**src/rtl/stq_pkg.sv**
```systemverilog
// Shared types and codes for the sorted timer expiry queue.
// Depends on nothing; used by stq_if and sorted_timer_expiry_queue_top (stq_mem does not use it).
`timescale 1ns / 1ps
package stq_pkg;

  // Field widths fixed by the word formats
  localparam int unsigned FuncBits   = 2;
  localparam int unsigned IdPortBits = 8;
  localparam int unsigned TimeBits   = 32;

  typedef enum logic [1:0] {
    FUNC_ADD  = 2'd0,
    FUNC_DEL  = 2'd1,
    FUNC_TICK = 2'd2
  } func_e;

  typedef enum logic [1:0] {
    KIND_ADD     = 2'd0,
    KIND_DEL     = 2'd1,
    KIND_EXPIRED = 2'd2,
    KIND_DONE    = 2'd3
  } kind_e;

  typedef enum logic [1:0] {
    ST_OK        = 2'd0,
    ST_FULL      = 2'd1,
    ST_DUPLICATE = 2'd2,
    ST_NOT_FOUND = 2'd3
  } status_e;

endpackage

```
**src/rtl/stq_if.sv**
```systemverilog
// Valid/ready channel interfaces for command words and result words.
// Depends on stq_pkg for the field widths.
`timescale 1ns / 1ps
interface stq_in_if;
  logic                            valid;
  logic                            ready;
  logic [stq_pkg::FuncBits-1:0]    func;
  logic [stq_pkg::IdPortBits-1:0]  timer_id;
  logic [stq_pkg::TimeBits-1:0]    expires;

  modport source (output valid, func, timer_id, expires, input ready);
  modport sink   (input valid, func, timer_id, expires, output ready);
endinterface

interface stq_out_if;
  logic                            valid;
  logic                            ready;
  logic [1:0]                      kind;
  logic [stq_pkg::IdPortBits-1:0]  timer_id_res;
  logic [1:0]                      status;
  logic [stq_pkg::TimeBits-1:0]    now;
  logic                            last;

  modport source (output valid, kind, timer_id_res, status, now, last, input ready);
  modport sink   (input valid, kind, timer_id_res, status, now, last, output ready);
endinterface

```
**src/rtl/stq_mem.sv**
```systemverilog
// Entry table storage: one write port, one read port, registered read data.
// Standalone; instantiated by sorted_timer_expiry_queue_top.
`timescale 1ns / 1ps
module stq_mem #(
  parameter int unsigned DEPTH = 16,
  parameter int unsigned WIDTH = 40
) (
  input  logic                     clk_i,
  input  logic                     rd_en_i,
  input  logic [$clog2(DEPTH)-1:0] rd_addr_i,
  output logic [WIDTH-1:0]         rd_data_o,
  input  logic                     wr_en_i,
  input  logic [$clog2(DEPTH)-1:0] wr_addr_i,
  input  logic [WIDTH-1:0]         wr_data_i
);

  logic [WIDTH-1:0] mem_q [DEPTH];
  logic [WIDTH-1:0] rd_data_q;

  // Write one entry
  always_ff @(posedge clk_i) begin
    if (wr_en_i) begin
      mem_q[wr_addr_i] <= wr_data_i;
    end
  end

  // Read one entry, data valid the next cycle
  always_ff @(posedge clk_i) begin
    if (rd_en_i) begin
      rd_data_q <= mem_q[rd_addr_i];
    end
  end

  assign rd_data_o = rd_data_q;

endmodule

```
**src/rtl/sorted_timer_expiry_queue_top.sv**
```systemverilog
// Sorted timer queue: one command word at a time, entries in a circular table memory.
// Operation: add or delete scans the N queued entries, then shifts the S entries that move
//   (a read and a write for each); a tick reads and emits each expired entry, then emits
//   the done word. The sequential table walk, one access at a time, sets the rate.
// Throughput: one command word per completed command; results leave through a register.
// Reset: asynchronous; clears entry count, head pointer and tick count, table is not cleared.
`timescale 1ns / 1ps
module sorted_timer_expiry_queue_top #(
  parameter int unsigned QUEUE_DEPTH = 16,
  parameter int unsigned ID_BITS     = 8
) (
  input  logic clk_i,
  input  logic rst_ni,
  stq_in_if.sink    in_i,
  stq_out_if.source out_o
);

  localparam int unsigned AW = $clog2(QUEUE_DEPTH);
  localparam int unsigned CW = $clog2(QUEUE_DEPTH + 1);
  localparam int unsigned TW = stq_pkg::TimeBits;
  localparam int unsigned MW = ID_BITS + TW;
  localparam logic [AW:0]   DepthW = (AW + 1)'(QUEUE_DEPTH);
  localparam logic [CW-1:0] DepthC = CW'(QUEUE_DEPTH);

  typedef enum logic [3:0] {
    S_IDLE, S_SCAN_RD, S_SCAN_CHK, S_DECIDE, S_UP_RD, S_UP_WR, S_WR_NEW,
    S_DN_RD, S_DN_WR, S_T_RD, S_T_CHK, S_EMIT
  } state_e;

  state_e                state_q, ret_q;
  stq_pkg::func_e        func_q;
  logic [ID_BITS-1:0]    id_q;
  logic [TW-1:0]         exp_q;
  logic [TW-1:0]         now_q;
  logic [AW-1:0]         head_q;
  logic [CW-1:0]         count_q;
  logic [CW-1:0]         idx_q;
  logic [CW-1:0]         pos_q;
  logic                  pos_set_q;
  logic                  found_q;
  logic [CW-1:0]         fpos_q;
  stq_pkg::kind_e        res_kind_q;
  logic [ID_BITS-1:0]    res_id_q;
  stq_pkg::status_e      res_status_q;
  logic                  res_last_q;
  logic                  out_valid_q;
  stq_pkg::kind_e        out_kind_q;
  logic [ID_BITS-1:0]    out_id_q;
  stq_pkg::status_e      out_status_q;
  logic [TW-1:0]         out_now_q;
  logic                  out_last_q;

  logic                  rd_en;
  logic [AW-1:0]         rd_addr;
  logic [MW-1:0]         rd_data;
  logic                  wr_en;
  logic [AW-1:0]         wr_addr;
  logic [MW-1:0]         wr_data;
  logic [ID_BITS-1:0]    rd_id;
  logic [TW-1:0]         rd_exp;
  logic [CW-1:0]         idx_m1;
  logic [CW-1:0]         idx_p1;

  // Map a position in sorted order onto a table address
  function automatic logic [AW-1:0] phys(input logic [AW-1:0] base, input logic [AW-1:0] off);
    logic [AW:0] s;
    s = {1'b0, base} + {1'b0, off};
    if (s >= DepthW) begin
      s = s - DepthW;
    end
    return s[AW-1:0];
  endfunction

  assign rd_id  = rd_data[MW-1:TW];
  assign rd_exp = rd_data[TW-1:0];
  assign idx_m1 = idx_q - 1'b1;
  assign idx_p1 = idx_q + 1'b1;

  // Table access per state
  always_comb begin
    rd_en   = 1'b0;
    rd_addr = head_q;
    wr_en   = 1'b0;
    wr_addr = head_q;
    wr_data = {id_q, exp_q};
    unique case (state_q)
      S_SCAN_RD: begin
        rd_en   = 1'b1;
        rd_addr = phys(head_q, idx_q[AW-1:0]);
      end
      S_UP_RD: begin
        rd_en   = 1'b1;
        rd_addr = phys(head_q, idx_m1[AW-1:0]);
      end
      S_UP_WR: begin
        wr_en   = 1'b1;
        wr_addr = phys(head_q, idx_q[AW-1:0]);
        wr_data = rd_data;
      end
      S_WR_NEW: begin
        wr_en   = 1'b1;
        wr_addr = phys(head_q, pos_q[AW-1:0]);
      end
      S_DN_RD: begin
        rd_en   = 1'b1;
        rd_addr = phys(head_q, idx_p1[AW-1:0]);
      end
      S_DN_WR: begin
        wr_en   = 1'b1;
        wr_addr = phys(head_q, idx_q[AW-1:0]);
        wr_data = rd_data;
      end
      S_T_RD: begin
        rd_en   = 1'b1;
      end
      default: begin
      end
    endcase
  end

  stq_mem #(
    .DEPTH(QUEUE_DEPTH),
    .WIDTH(MW)
  ) u_mem (
    .clk_i    (clk_i),
    .rd_en_i  (rd_en),
    .rd_addr_i(rd_addr),
    .rd_data_o(rd_data),
    .wr_en_i  (wr_en),
    .wr_addr_i(wr_addr),
    .wr_data_i(wr_data)
  );

  // Sequencer and result register
  always_ff @(posedge clk_i or negedge rst_ni) begin
    if (!rst_ni) begin
      state_q      <= S_IDLE;
      ret_q        <= S_IDLE;
      func_q       <= stq_pkg::FUNC_ADD;
      id_q         <= '0;
      exp_q        <= '0;
      now_q        <= '0;
      head_q       <= '0;
      count_q      <= '0;
      idx_q        <= '0;
      pos_q        <= '0;
      pos_set_q    <= 1'b0;
      found_q      <= 1'b0;
      fpos_q       <= '0;
      res_kind_q   <= stq_pkg::KIND_ADD;
      res_id_q     <= '0;
      res_status_q <= stq_pkg::ST_OK;
      res_last_q   <= 1'b0;
      out_valid_q  <= 1'b0;
      out_kind_q   <= stq_pkg::KIND_ADD;
      out_id_q     <= '0;
      out_status_q <= stq_pkg::ST_OK;
      out_now_q    <= '0;
      out_last_q   <= 1'b0;
    end else begin
      // Drop the result word once taken, unless a new one replaces it
      if (out_valid_q && out_o.ready && (state_q != S_EMIT)) begin
        out_valid_q <= 1'b0;
      end
      unique case (state_q)
        S_IDLE: begin
          if (in_i.valid) begin
            id_q      <= ID_BITS'(in_i.timer_id);
            exp_q     <= in_i.expires;
            idx_q     <= '0;
            pos_q     <= count_q;
            pos_set_q <= 1'b0;
            found_q   <= 1'b0;
            priority case (in_i.func)
              stq_pkg::FUNC_ADD, stq_pkg::FUNC_DEL: begin
                func_q  <= stq_pkg::func_e'(in_i.func);
                state_q <= (count_q != '0) ? S_SCAN_RD : S_DECIDE;
              end
              stq_pkg::FUNC_TICK: begin
                func_q  <= stq_pkg::FUNC_TICK;
                now_q   <= now_q + 1'b1;
                state_q <= S_T_RD;
              end
              default: begin
              end
            endcase
          end
        end
        S_SCAN_RD: state_q <= S_SCAN_CHK;
        S_SCAN_CHK: begin
          if (rd_id == id_q) begin
            found_q <= 1'b1;
            fpos_q  <= idx_q;
          end
          if (!pos_set_q && (rd_exp > exp_q)) begin
            pos_q     <= idx_q;
            pos_set_q <= 1'b1;
          end
          idx_q   <= idx_p1;
          state_q <= (idx_p1 == count_q) ? S_DECIDE : S_SCAN_RD;
        end
        S_DECIDE: begin
          res_id_q     <= id_q;
          res_last_q   <= 1'b1;
          res_status_q <= stq_pkg::ST_OK;
          ret_q        <= S_IDLE;
          if (func_q == stq_pkg::FUNC_ADD) begin
            res_kind_q <= stq_pkg::KIND_ADD;
            if (found_q) begin
              res_status_q <= stq_pkg::ST_DUPLICATE;
              state_q      <= S_EMIT;
            end else if (count_q == DepthC) begin
              res_status_q <= stq_pkg::ST_FULL;
              state_q      <= S_EMIT;
            end else begin
              idx_q   <= count_q;
              state_q <= (count_q > pos_q) ? S_UP_RD : S_WR_NEW;
            end
          end else begin
            res_kind_q <= stq_pkg::KIND_DEL;
            if (!found_q) begin
              res_status_q <= stq_pkg::ST_NOT_FOUND;
              state_q      <= S_EMIT;
            end else if ((fpos_q + 1'b1) < count_q) begin
              idx_q   <= fpos_q;
              state_q <= S_DN_RD;
            end else begin
              count_q <= count_q - 1'b1;
              state_q <= S_EMIT;
            end
          end
        end
        S_UP_RD: state_q <= S_UP_WR;
        S_UP_WR: begin
          idx_q   <= idx_m1;
          state_q <= (idx_m1 > pos_q) ? S_UP_RD : S_WR_NEW;
        end
        S_WR_NEW: begin
          count_q <= count_q + 1'b1;
          state_q <= S_EMIT;
        end
        S_DN_RD: state_q <= S_DN_WR;
        S_DN_WR: begin
          idx_q <= idx_p1;
          if (((CW + 1)'(idx_q) + (CW + 1)'(2)) < (CW + 1)'(count_q)) begin
            state_q <= S_DN_RD;
          end else begin
            count_q <= count_q - 1'b1;
            state_q <= S_EMIT;
          end
        end
        S_T_RD: begin
          if (count_q == '0) begin
            res_kind_q   <= stq_pkg::KIND_DONE;
            res_id_q     <= '0;
            res_status_q <= stq_pkg::ST_OK;
            res_last_q   <= 1'b1;
            ret_q        <= S_IDLE;
            state_q      <= S_EMIT;
          end else begin
            state_q <= S_T_CHK;
          end
        end
        S_T_CHK: begin
          res_status_q <= stq_pkg::ST_OK;
          state_q      <= S_EMIT;
          if (rd_exp <= now_q) begin
            // Pop the head entry
            head_q     <= phys(head_q, AW'(1));
            count_q    <= count_q - 1'b1;
            res_kind_q <= stq_pkg::KIND_EXPIRED;
            res_id_q   <= rd_id;
            res_last_q <= 1'b0;
            ret_q      <= S_T_RD;
          end else begin
            res_kind_q <= stq_pkg::KIND_DONE;
            res_id_q   <= '0;
            res_last_q <= 1'b1;
            ret_q      <= S_IDLE;
          end
        end
        S_EMIT: begin
          if (!out_valid_q || out_o.ready) begin
            out_valid_q  <= 1'b1;
            out_kind_q   <= res_kind_q;
            out_id_q     <= res_id_q;
            out_status_q <= res_status_q;
            out_now_q    <= now_q;
            out_last_q   <= res_last_q;
            state_q      <= ret_q;
          end
        end
        default: state_q <= S_IDLE;
      endcase
    end
  end

  assign in_i.ready         = (state_q == S_IDLE);
  assign out_o.valid        = out_valid_q;
  assign out_o.kind         = out_kind_q;
  assign out_o.timer_id_res = stq_pkg::IdPortBits'(out_id_q);
  assign out_o.status       = out_status_q;
  assign out_o.now          = out_now_q;
  assign out_o.last         = out_last_q;

  // Entry count never exceeds the table size
  a_count_bound: assert property (@(posedge clk_i) disable iff (!rst_ni)
    count_q <= DepthC) else $error("entry count beyond table size");

  // Table is never written while waiting for a command
  a_no_idle_write: assert property (@(posedge clk_i) disable iff (!rst_ni)
    (state_q == S_IDLE) |-> !wr_en) else $error("table write while idle");

  // A pop removes exactly one entry
  a_pop_count: assert property (@(posedge clk_i) disable iff (!rst_ni)
    (state_q == S_T_CHK && rd_exp <= now_q) |=> count_q == $past(count_q) - 1'b1)
    else $error("pop did not remove one entry");

  // A tick done word always closes the command
  a_done_last: assert property (@(posedge clk_i) disable iff (!rst_ni)
    (out_valid_q && out_kind_q == stq_pkg::KIND_DONE) |-> out_last_q)
    else $error("tick done word without last");

endmodule
```
**src/flat_wrapper.sv**
```systemverilog
// flat-port wrapper written by rule: the top's interface ports become plain ports
module sorted_timer_expiry_queue_top_flat 
#(
  parameter int unsigned QUEUE_DEPTH = 16,
  parameter int unsigned ID_BITS     = 8
)
  (clk_i, rst_ni, in_i_valid, in_i_func, in_i_timer_id, in_i_expires, in_i_ready, out_o_valid, out_o_kind, out_o_timer_id_res, out_o_status, out_o_now, out_o_last, out_o_ready);
  stq_in_if in_i_i ();
  stq_out_if out_o_i ();
  input  logic clk_i;
  input  logic rst_ni;
  input wire logic [$bits(in_i_i.valid)-1:0] in_i_valid;
  input wire logic [$bits(in_i_i.func)-1:0] in_i_func;
  input wire logic [$bits(in_i_i.timer_id)-1:0] in_i_timer_id;
  input wire logic [$bits(in_i_i.expires)-1:0] in_i_expires;
  output wire logic [$bits(in_i_i.ready)-1:0] in_i_ready;
  output wire logic [$bits(out_o_i.valid)-1:0] out_o_valid;
  output wire logic [$bits(out_o_i.kind)-1:0] out_o_kind;
  output wire logic [$bits(out_o_i.timer_id_res)-1:0] out_o_timer_id_res;
  output wire logic [$bits(out_o_i.status)-1:0] out_o_status;
  output wire logic [$bits(out_o_i.now)-1:0] out_o_now;
  output wire logic [$bits(out_o_i.last)-1:0] out_o_last;
  input wire logic [$bits(out_o_i.ready)-1:0] out_o_ready;
  assign in_i_i.valid = in_i_valid;
  assign in_i_i.func = in_i_func;
  assign in_i_i.timer_id = in_i_timer_id;
  assign in_i_i.expires = in_i_expires;
  assign in_i_ready = in_i_i.ready;
  assign out_o_valid = out_o_i.valid;
  assign out_o_kind = out_o_i.kind;
  assign out_o_timer_id_res = out_o_i.timer_id_res;
  assign out_o_status = out_o_i.status;
  assign out_o_now = out_o_i.now;
  assign out_o_last = out_o_i.last;
  assign out_o_i.ready = out_o_ready;
  sorted_timer_expiry_queue_top #(.QUEUE_DEPTH(QUEUE_DEPTH), .ID_BITS(ID_BITS)) u_core (.clk_i(clk_i), .rst_ni(rst_ni), .in_i(in_i_i), .out_o(out_o_i));
endmodule
```
**config.mk**
```make
export PLATFORM = sky130hd
export DESIGN_NAME = sorted_timer_expiry_queue_top_flat
export DESIGN_NICKNAME = d
export VERILOG_FILES = /design/src/rtl/stq_pkg.sv /design/src/rtl/stq_if.sv /design/src/rtl/stq_mem.sv /design/src/rtl/sorted_timer_expiry_queue_top.sv /design/src/flat_wrapper.sv
export SDC_FILE = /design/constraint.sdc
export NUM_CORES = 1
export LEC_CHECK = 0
export BUFFER_PORTS_ARGS = -buffer_cell sky130_fd_sc_hd__buf_4
export CORE_MARGIN = 5
export CORE_UTILIZATION = 45
export DETAILED_ROUTE_END_ITERATION = 10
export PLACE_DENSITY = 0.71
export SLEW_MARGIN = 15
export SYNTH_ARGS = -nofsm -noshare
export SYNTH_HDL_FRONTEND = slang
export SYNTH_SLANG_ARGS = --single-unit
```
**constraint.sdc**
```tcl
create_clock -name clk_i -period 5.2 [get_ports clk_i]
set_input_delay 1.04 -clock clk_i [delete_from_list [all_inputs] [get_ports clk_i]]
set_output_delay 1.04 -clock clk_i [all_outputs]
set_load 0.005 [all_outputs]
```
==> flow_metrics.env, run 1 <==
export IMPL_synth_nets=2672
export IMPL_post_cts_resized=0
export IMPL_dieHeight_um=294
export IMPL_routabilityCongestion=0.875
export IMPL_cts_buffer_depth=3
export IMPL_critPathLaunchType="flip-flop"
export IMPL_synth_edf_count=680
export IMPL_grt_busiest_layer="met2"
export IMPL_antenna_found_initial=1
export IMPL_seq_area_frac_synth=0.676
export IMPL_dieArea_sq_um=86400
export IMPL_powerDensity_nw_per_um2=645
export IMPL_use_met2=0.343
export IMPL_route_vias_total=21700
export IMPL_antenna_cells=0
export IMPL_fin_nets=2786
export IMPL_dpl_cell_area_sq_um=38600
export IMPL_ys_flop_type="edfxtp_1"
export IMPL_first_global_vias=21800
export IMPL_worstPathMaxFanout=28
export IMPL_worstHoldPathType="flip-flop to flip-flop"
export IMPL_fin_area_sq_um=41400
export IMPL_fill_cells=6505
export IMPL_met3_usage=0.0279
export IMPL_grt_pass1_wl_um=133000
export IMPL_fin_crit_sh=0.846
export IMPL_clk_pin_slew_ns=0.07
export IMPL_path_class="flip-flop to flip-flop"
export IMPL_gr_usage_met1=0.269
export IMPL_cts_sinks=844
export IMPL_hold_viol_final=0
export IMPL_ios=93
export IMPL_pre_cts_slack_ns=0.944
export IMPL_end_kind="flip-flop"
export IMPL_synth_async_reset_ratio=0.194
export IMPL_postCtsSetupRepairBufs=0
export IMPL_min_period_ns=4.40
export IMPL_drive_gt1_frac=0.140
export IMPL_io_buffers=92
export IMPL_ir_drop_mv=0.918
export IMPL_drt_iter0_drc=2127
export IMPL_slew_headroom=0.243
export IMPL_cp_data_arrival_time_ns=4.89
export IMPL_finalSetupTns_ns=0
export IMPL_placementRows=104
export IMPL_drc=0
export IMPL_dp_hpwl_um=49600
export IMPL_worst_pin_slew_ns=1.13
export IMPL_postRouteAntennaNets=0
export IMPL_cts_buffers=80
export IMPL_cap_viol_max_count=0
export IMPL_synth_yosys_warnings=0
export IMPL_syn_to_final_growth_pct=14.1
export IMPL_synth_seq_cells=844
export IMPL_finClkSkew_ns=0.0289
export IMPL_synth_cell_types=77
export IMPL_syn_area_per_cell_sq_um=14.4
export IMPL_cp_required_ns=5.69
export IMPL_finalPower_uw=26700
export IMPL_grt_max_degree=113
export IMPL_postRouteWirelength_um=88800
export IMPL_synth_cells=2519
export IMPL_wl_per_cell_um=23.6
export IMPL_root_buffer="clkbuf_16"
export IMPL_cts_tree="built"
export IMPL_viasPerCell=5.78
export IMPL_leakage_uw=0.0159
export IMPL_initial_core_util=0.452
export IMPL_slew_violations=0
export IMPL_setup_viol_count_final=0
export IMPL_clk_latency_ns=0.65
export IMPL_outcome="complete, no violations"
export IMPL_grt_util_all_layers=0.201
export IMPL_setup_ws_ns=0.801
export IMPL_rsz0062_at_grt="no"
export IMPL_core_sq_um=80300
export IMPL_htree_levels=3
export IMPL_fmax_mhz=227
export IMPL_drtPass1Iterations=7
export IMPL_die_x_um=294
export IMPL_synth_area_sq_um=36300
export IMPL_grt_ovfl_total=0
export IMPL_hold_buffers=0
## cell families after synthesis
group / after synthesis / synth area share
xor+xnor: 72 / 0.0174
simple gates: 487 / 0.0625
mux: 392 / 0.111
flops: 844 / 0.676
fa+ha+maj: 107 / 0.0377
buf+inv: 214 / 0.0262
compound gates: 403 / 0.0697
## metrics by stage
step            util  instances  hold slack (ns)
4_1_cts        0.515       3756            0.493
6_report       0.515       3761            0.495
5_1_grt        0.515       3761            0.510
2_1_floorplan      -       2519            0.433
3_3_place_gp   0.481       3606            0.467
3_5_place_dp   0.481       3606            0.467
## cell type report
| class | count | area, sq um | share of cell area |
|---|---|---|---|
| multi-input combinational | 1461 | 11000 | 0.266 |
| tap | 1060 | 1330 | 0.0320 |
| timing repair buffer | 155 | 1480 | 0.0358 |
| clock buffer | 106 | 2170 | 0.0524 |
| sequential | 844 | 24500 | 0.593 |
| clock inverter | 44 | 537 | 0.0130 |
| inverter | 91 | 342 | 0.00825 |
## Yosys cell counts, types with 51 or more instances
| master | number | area [sq um] |
|---|---|---|
| nor2_1 | 110 | 413 |
| edfxtp_1 | 680 | 20400 |
| a21oi_1 | 56 | 280 |
| o22ai_1 | 167 | 1040 |
| mux2_2 | 58 | 653 |
| clkbuf_1 | 52 | 195 |
| ha_1 | 103 | 1290 |
| xnor2_1 | 51 | 447 |
| nand2_1 | 154 | 578 |
| mux2i_1 | 332 | 3320 |
| o21ai_0 | 96 | 480 |
| inv_1 | 90 | 338 |
| dfrtp_1 | 164 | 4100 |
| nor3_1 | 96 | 480 |
## worst paths after layout
kind                                                       start                             endpoint  slack, ns  cells past startpoint
min in group asynchronous                                 rst_ni           u_core.found_q$_DFFE_PN0P_       0.51                      1
worst min-delay path            u_core.res_kind_q[0]$_DFFE_PN0P_     u_core.res_kind_q[0]$_DFFE_PN0P_       0.50                      1
max in group asynchronous                                 rst_ni      u_core.out_o.now[0]$_DFFE_PN0P_       3.59                      2
worst max-delay path                 u_core.idx_q[1]$_DFFE_PN0P_  u_core.u_mem.rd_data_o[6]$_DFFE_PP_       0.80                     14
worst max register to register       u_core.idx_q[1]$_DFFE_PN0P_  u_core.u_mem.rd_data_o[6]$_DFFE_PP_       0.80                     14
worst min register to register  u_core.res_kind_q[0]$_DFFE_PN0P_     u_core.res_kind_q[0]$_DFFE_PN0P_       0.50                      1
## where the power goes
part           internal [uW]  leakage [uW]  switching, uW  total [uW]
logic                   4030       0.00643           6500       10500
registers               9560       0.00821            713       10300
clock network           3380       0.00128           2530        5910
total                  17000        0.0159           9740       26700
## state kept, by name (all words and copies together), names as in the netlist, 8 cells and up
register                   count
u_core.out_o.now              32
u_core.id_q                    8
u_core.u_mem.mem_q           640
u_core.now_q                  32
u_core.u_mem.rd_data_o        40
u_core.exp_q                  32
u_core.res_id_q                8
u_core.out_o.timer_id_res      8
## metal layers
layer  share of wire  up-vias  routed length [um]
met1            0.40    10900               35800
met4           0.026        0                2280
met5               0        -                   0
met2            0.49      879               43900
met3           0.077      152                6820
li1                -     9793                   -
## worst max-delay path: stages (launching register included)
cell	delay, ns
dfrtp_1	0.44
inv_1	0.28
ha_1	0.33
xor2_1	0.26
nor2_1	0.08
a21oi_1	0.15
ha_1	0.29
a21oi_1	0.25
and2_1	0.20
xor2_1	0.17
o211ai_1	0.27
xnor2_2	0.94
buf_12	0.34
nor3_1	0.10
nor2_1	0.13
## cells in the final DEF (no fill, tap or decap), types with 90 or more instances in the layout
master | synthesis | layout
edfxtp_1 | 680 | 680
mux2i_1 | 332 | 332
o22ai_1 | 167 | 166
dfrtp_1 | 164 | 164
nand2_1 | 154 | 152
buf_4 | 17 | 129
ha_1 | 103 | 103
nor3_1 | 96 | 96
nor2_1 | 110 | 93
inv_1 | 90 | 90
Power figures use the tool's default switching activity.
==> inputs of run 2 (changes only) <==
==> constraint.sdc (replaced) <==
create_clock -name clk_i -period 4.5 [get_ports clk_i]
set_input_delay 0.9 -clock clk_i [delete_from_list [all_inputs] [get_ports clk_i]]
set_output_delay 0.9 -clock clk_i [all_outputs]
set_load 0.005 [all_outputs]
==> flow_metrics.env, run 2 (synthesis results as in run 1) <==
export IMPL_final_util=0.518
export IMPL_finalPower_uw=31100
export IMPL_outcome="complete, no violations"
export IMPL_layout_commonest_cell="edfxtp_1"
export IMPL_slew_headroom=0.209
export IMPL_io_buffers=92
export IMPL_stdcell_count=3782
export IMPL_viasPerCell=5.75
export IMPL_clk_pin_slew_ns=0.06
export IMPL_cts_tree="built"
export IMPL_placementRows=104
export IMPL_syn_to_final_growth_pct=14.6
export IMPL_drt_iter0_drc=1869
export IMPL_setup_viol_count_final=0
export IMPL_pre_cts_slack_ns=0.528
export IMPL_cp_data_arrival_time_ns=4.48
export IMPL_grt_util_all_layers=0.202
export IMPL_initial_core_util=0.452
export IMPL_postCtsSetupRepairBufs=0
export IMPL_dieArea_sq_um=86400
export IMPL_rsz0062_at_grt="no"
export IMPL_first_global_vias=21900
export IMPL_slew_violations=0
export IMPL_cts_buffers=84
export IMPL_antenna_cells=0
export IMPL_die_x_um=294
export IMPL_htree_levels=3
export IMPL_hold_buffers=0
export IMPL_wl_per_cell_um=23.6
export IMPL_fmax_mhz=244
export IMPL_core_sq_um=80300
export IMPL_reg2regPathDepth=13
export IMPL_cp_required_ns=4.88
export IMPL_grt_pass1_wl_um=134000
export IMPL_worstPathMaxFanout=30
export IMPL_ir_drop_mv=0.706
export IMPL_largest_register_ffs=640
export IMPL_fin_crit_sh=0.912
export IMPL_post_cts_resized=0
export IMPL_min_period_ns=4.10
export IMPL_leakage_uw=0.0160
export IMPL_fin_nets=2809
export IMPL_grt_max_degree=65
export IMPL_critPathLaunchType="flip-flop"
export IMPL_worstHoldPathType="input pin to asynchronous set/reset pin"
export IMPL_route_vias_total=21700
export IMPL_r2r_start="u_core.idx_q[0]$_DFFE_PN0P_"
export IMPL_antenna_found_initial=0
export IMPL_ios=93
export IMPL_dieHeight_um=294
export IMPL_end_kind="flip-flop"
export IMPL_top_register="u_core.u_mem.mem_q"
export IMPL_cts_sinks=844
export IMPL_setup_ws_ns=0.398
export IMPL_path_class="flip-flop to flip-flop"
export IMPL_placed_cells=3625
export IMPL_postRouteAntennaNets=0
export IMPL_mostFrequentLayoutCells="680 x edfxtp_1, 332 x mux2i_1, 166 x o22ai_1"
export IMPL_startpoint="u_core.idx_q[0]$_DFFE_PN0P_"
export IMPL_powerDensity_nw_per_um2=749
export IMPL_dp_hpwl_um=53100
export IMPL_drtPass1Iterations=5
export IMPL_cts_buffer_depth=3
export IMPL_routabilityCongestion=0.875
export IMPL_finClkSkew_ns=0.0345
export IMPL_fill_cells=6488
export IMPL_postRouteWirelength_um=89200
export IMPL_drc=0
export IMPL_drive_gt1_frac=0.145
export IMPL_hold_viol_final=0
export IMPL_clk_latency_ns=0.64
export IMPL_finalSetupTns_ns=0
export IMPL_worst_pin_slew_ns=1.18
export IMPL_grt_ovfl_total=0
export IMPL_cap_viol_max_count=0
export IMPL_root_buffer="clkbuf_16"
==> run 2: worst max-delay path, cell delays in order (launching register included) <==
cell	delay, ns
dfrtp_1	0.49
inv_1	0.17
ha_1	0.40
xnor2_1	0.23
inv_1	0.09
fa_1	0.58
and4b_1	0.21
a211oi_1	0.32
o221ai_4	0.28
nand2_2	0.16
buf_4	0.38
o22ai_1	0.18
nor3_1	0.21
nor2_1	0.09
==> run 2: routing by layer <==
layer  track usage  part of all wire  routed length, um  vias up
met4        0.0622             0.023               2080        0
met5             0                 0                  0        -
met2         0.338              0.49              43400      773
met1         0.270              0.42              37100    11000
li1              -                 -                  -     9859
met3        0.0379             0.074               6590      131
==> run 2: worst paths after layout <==
kind / to / slack (ns)
setup reg to reg: u_core.u_mem.rd_data_o[18]$_DFFE_PP_ / 0.40
min in group clk_i: u_core.id_q[0]$_DFFE_PN0P_ / 0.45
hold reg to reg: u_core.res_status_q[0]$_DFFE_PN0P_ / 0.49
setup / recovery: u_core.u_mem.rd_data_o[18]$_DFFE_PP_ / 0.40
hold / removal: u_core.out_o.status[1]$_DFFE_PN0P_ / 0.30
max in group asynchronous: u_core.out_o.timer_id_res[3]$_DFFE_PN0P_ / 3.19
==> run 2: report_power, final <==
group / switching [uW] / internal (uW)
combinational: 7560 / 4780
sequential: 871 / 11000
clock: 2920 / 3940
total: 11400 / 19800
==> run 2: final cells by class <==
class,instances,area [sq um],share of cell area
Inverter,91,342,0.00822
Multi-Input combinational cell,1461,11000,0.265
Sequential cell,844,24500,0.590
Tap cell,1060,1330,0.0319
Clock buffer,114,2300,0.0553
Clock inverter,38,404,0.00972
Timing Repair Buffer,174,1660,0.0400
==> run 2: stage by stage <==
| step | hold slack [ns] | area [sq um] |
|---|---|---|
| after floorplan | 0.433 | 36300 |
| after global placement | 0.459 | 38800 |
| final | 0.297 | 41600 |
| after detailed placement | 0.466 | 38800 |
| after global routing | 0.320 | 41600 |
| after CTS | 0.274 | 41500 |
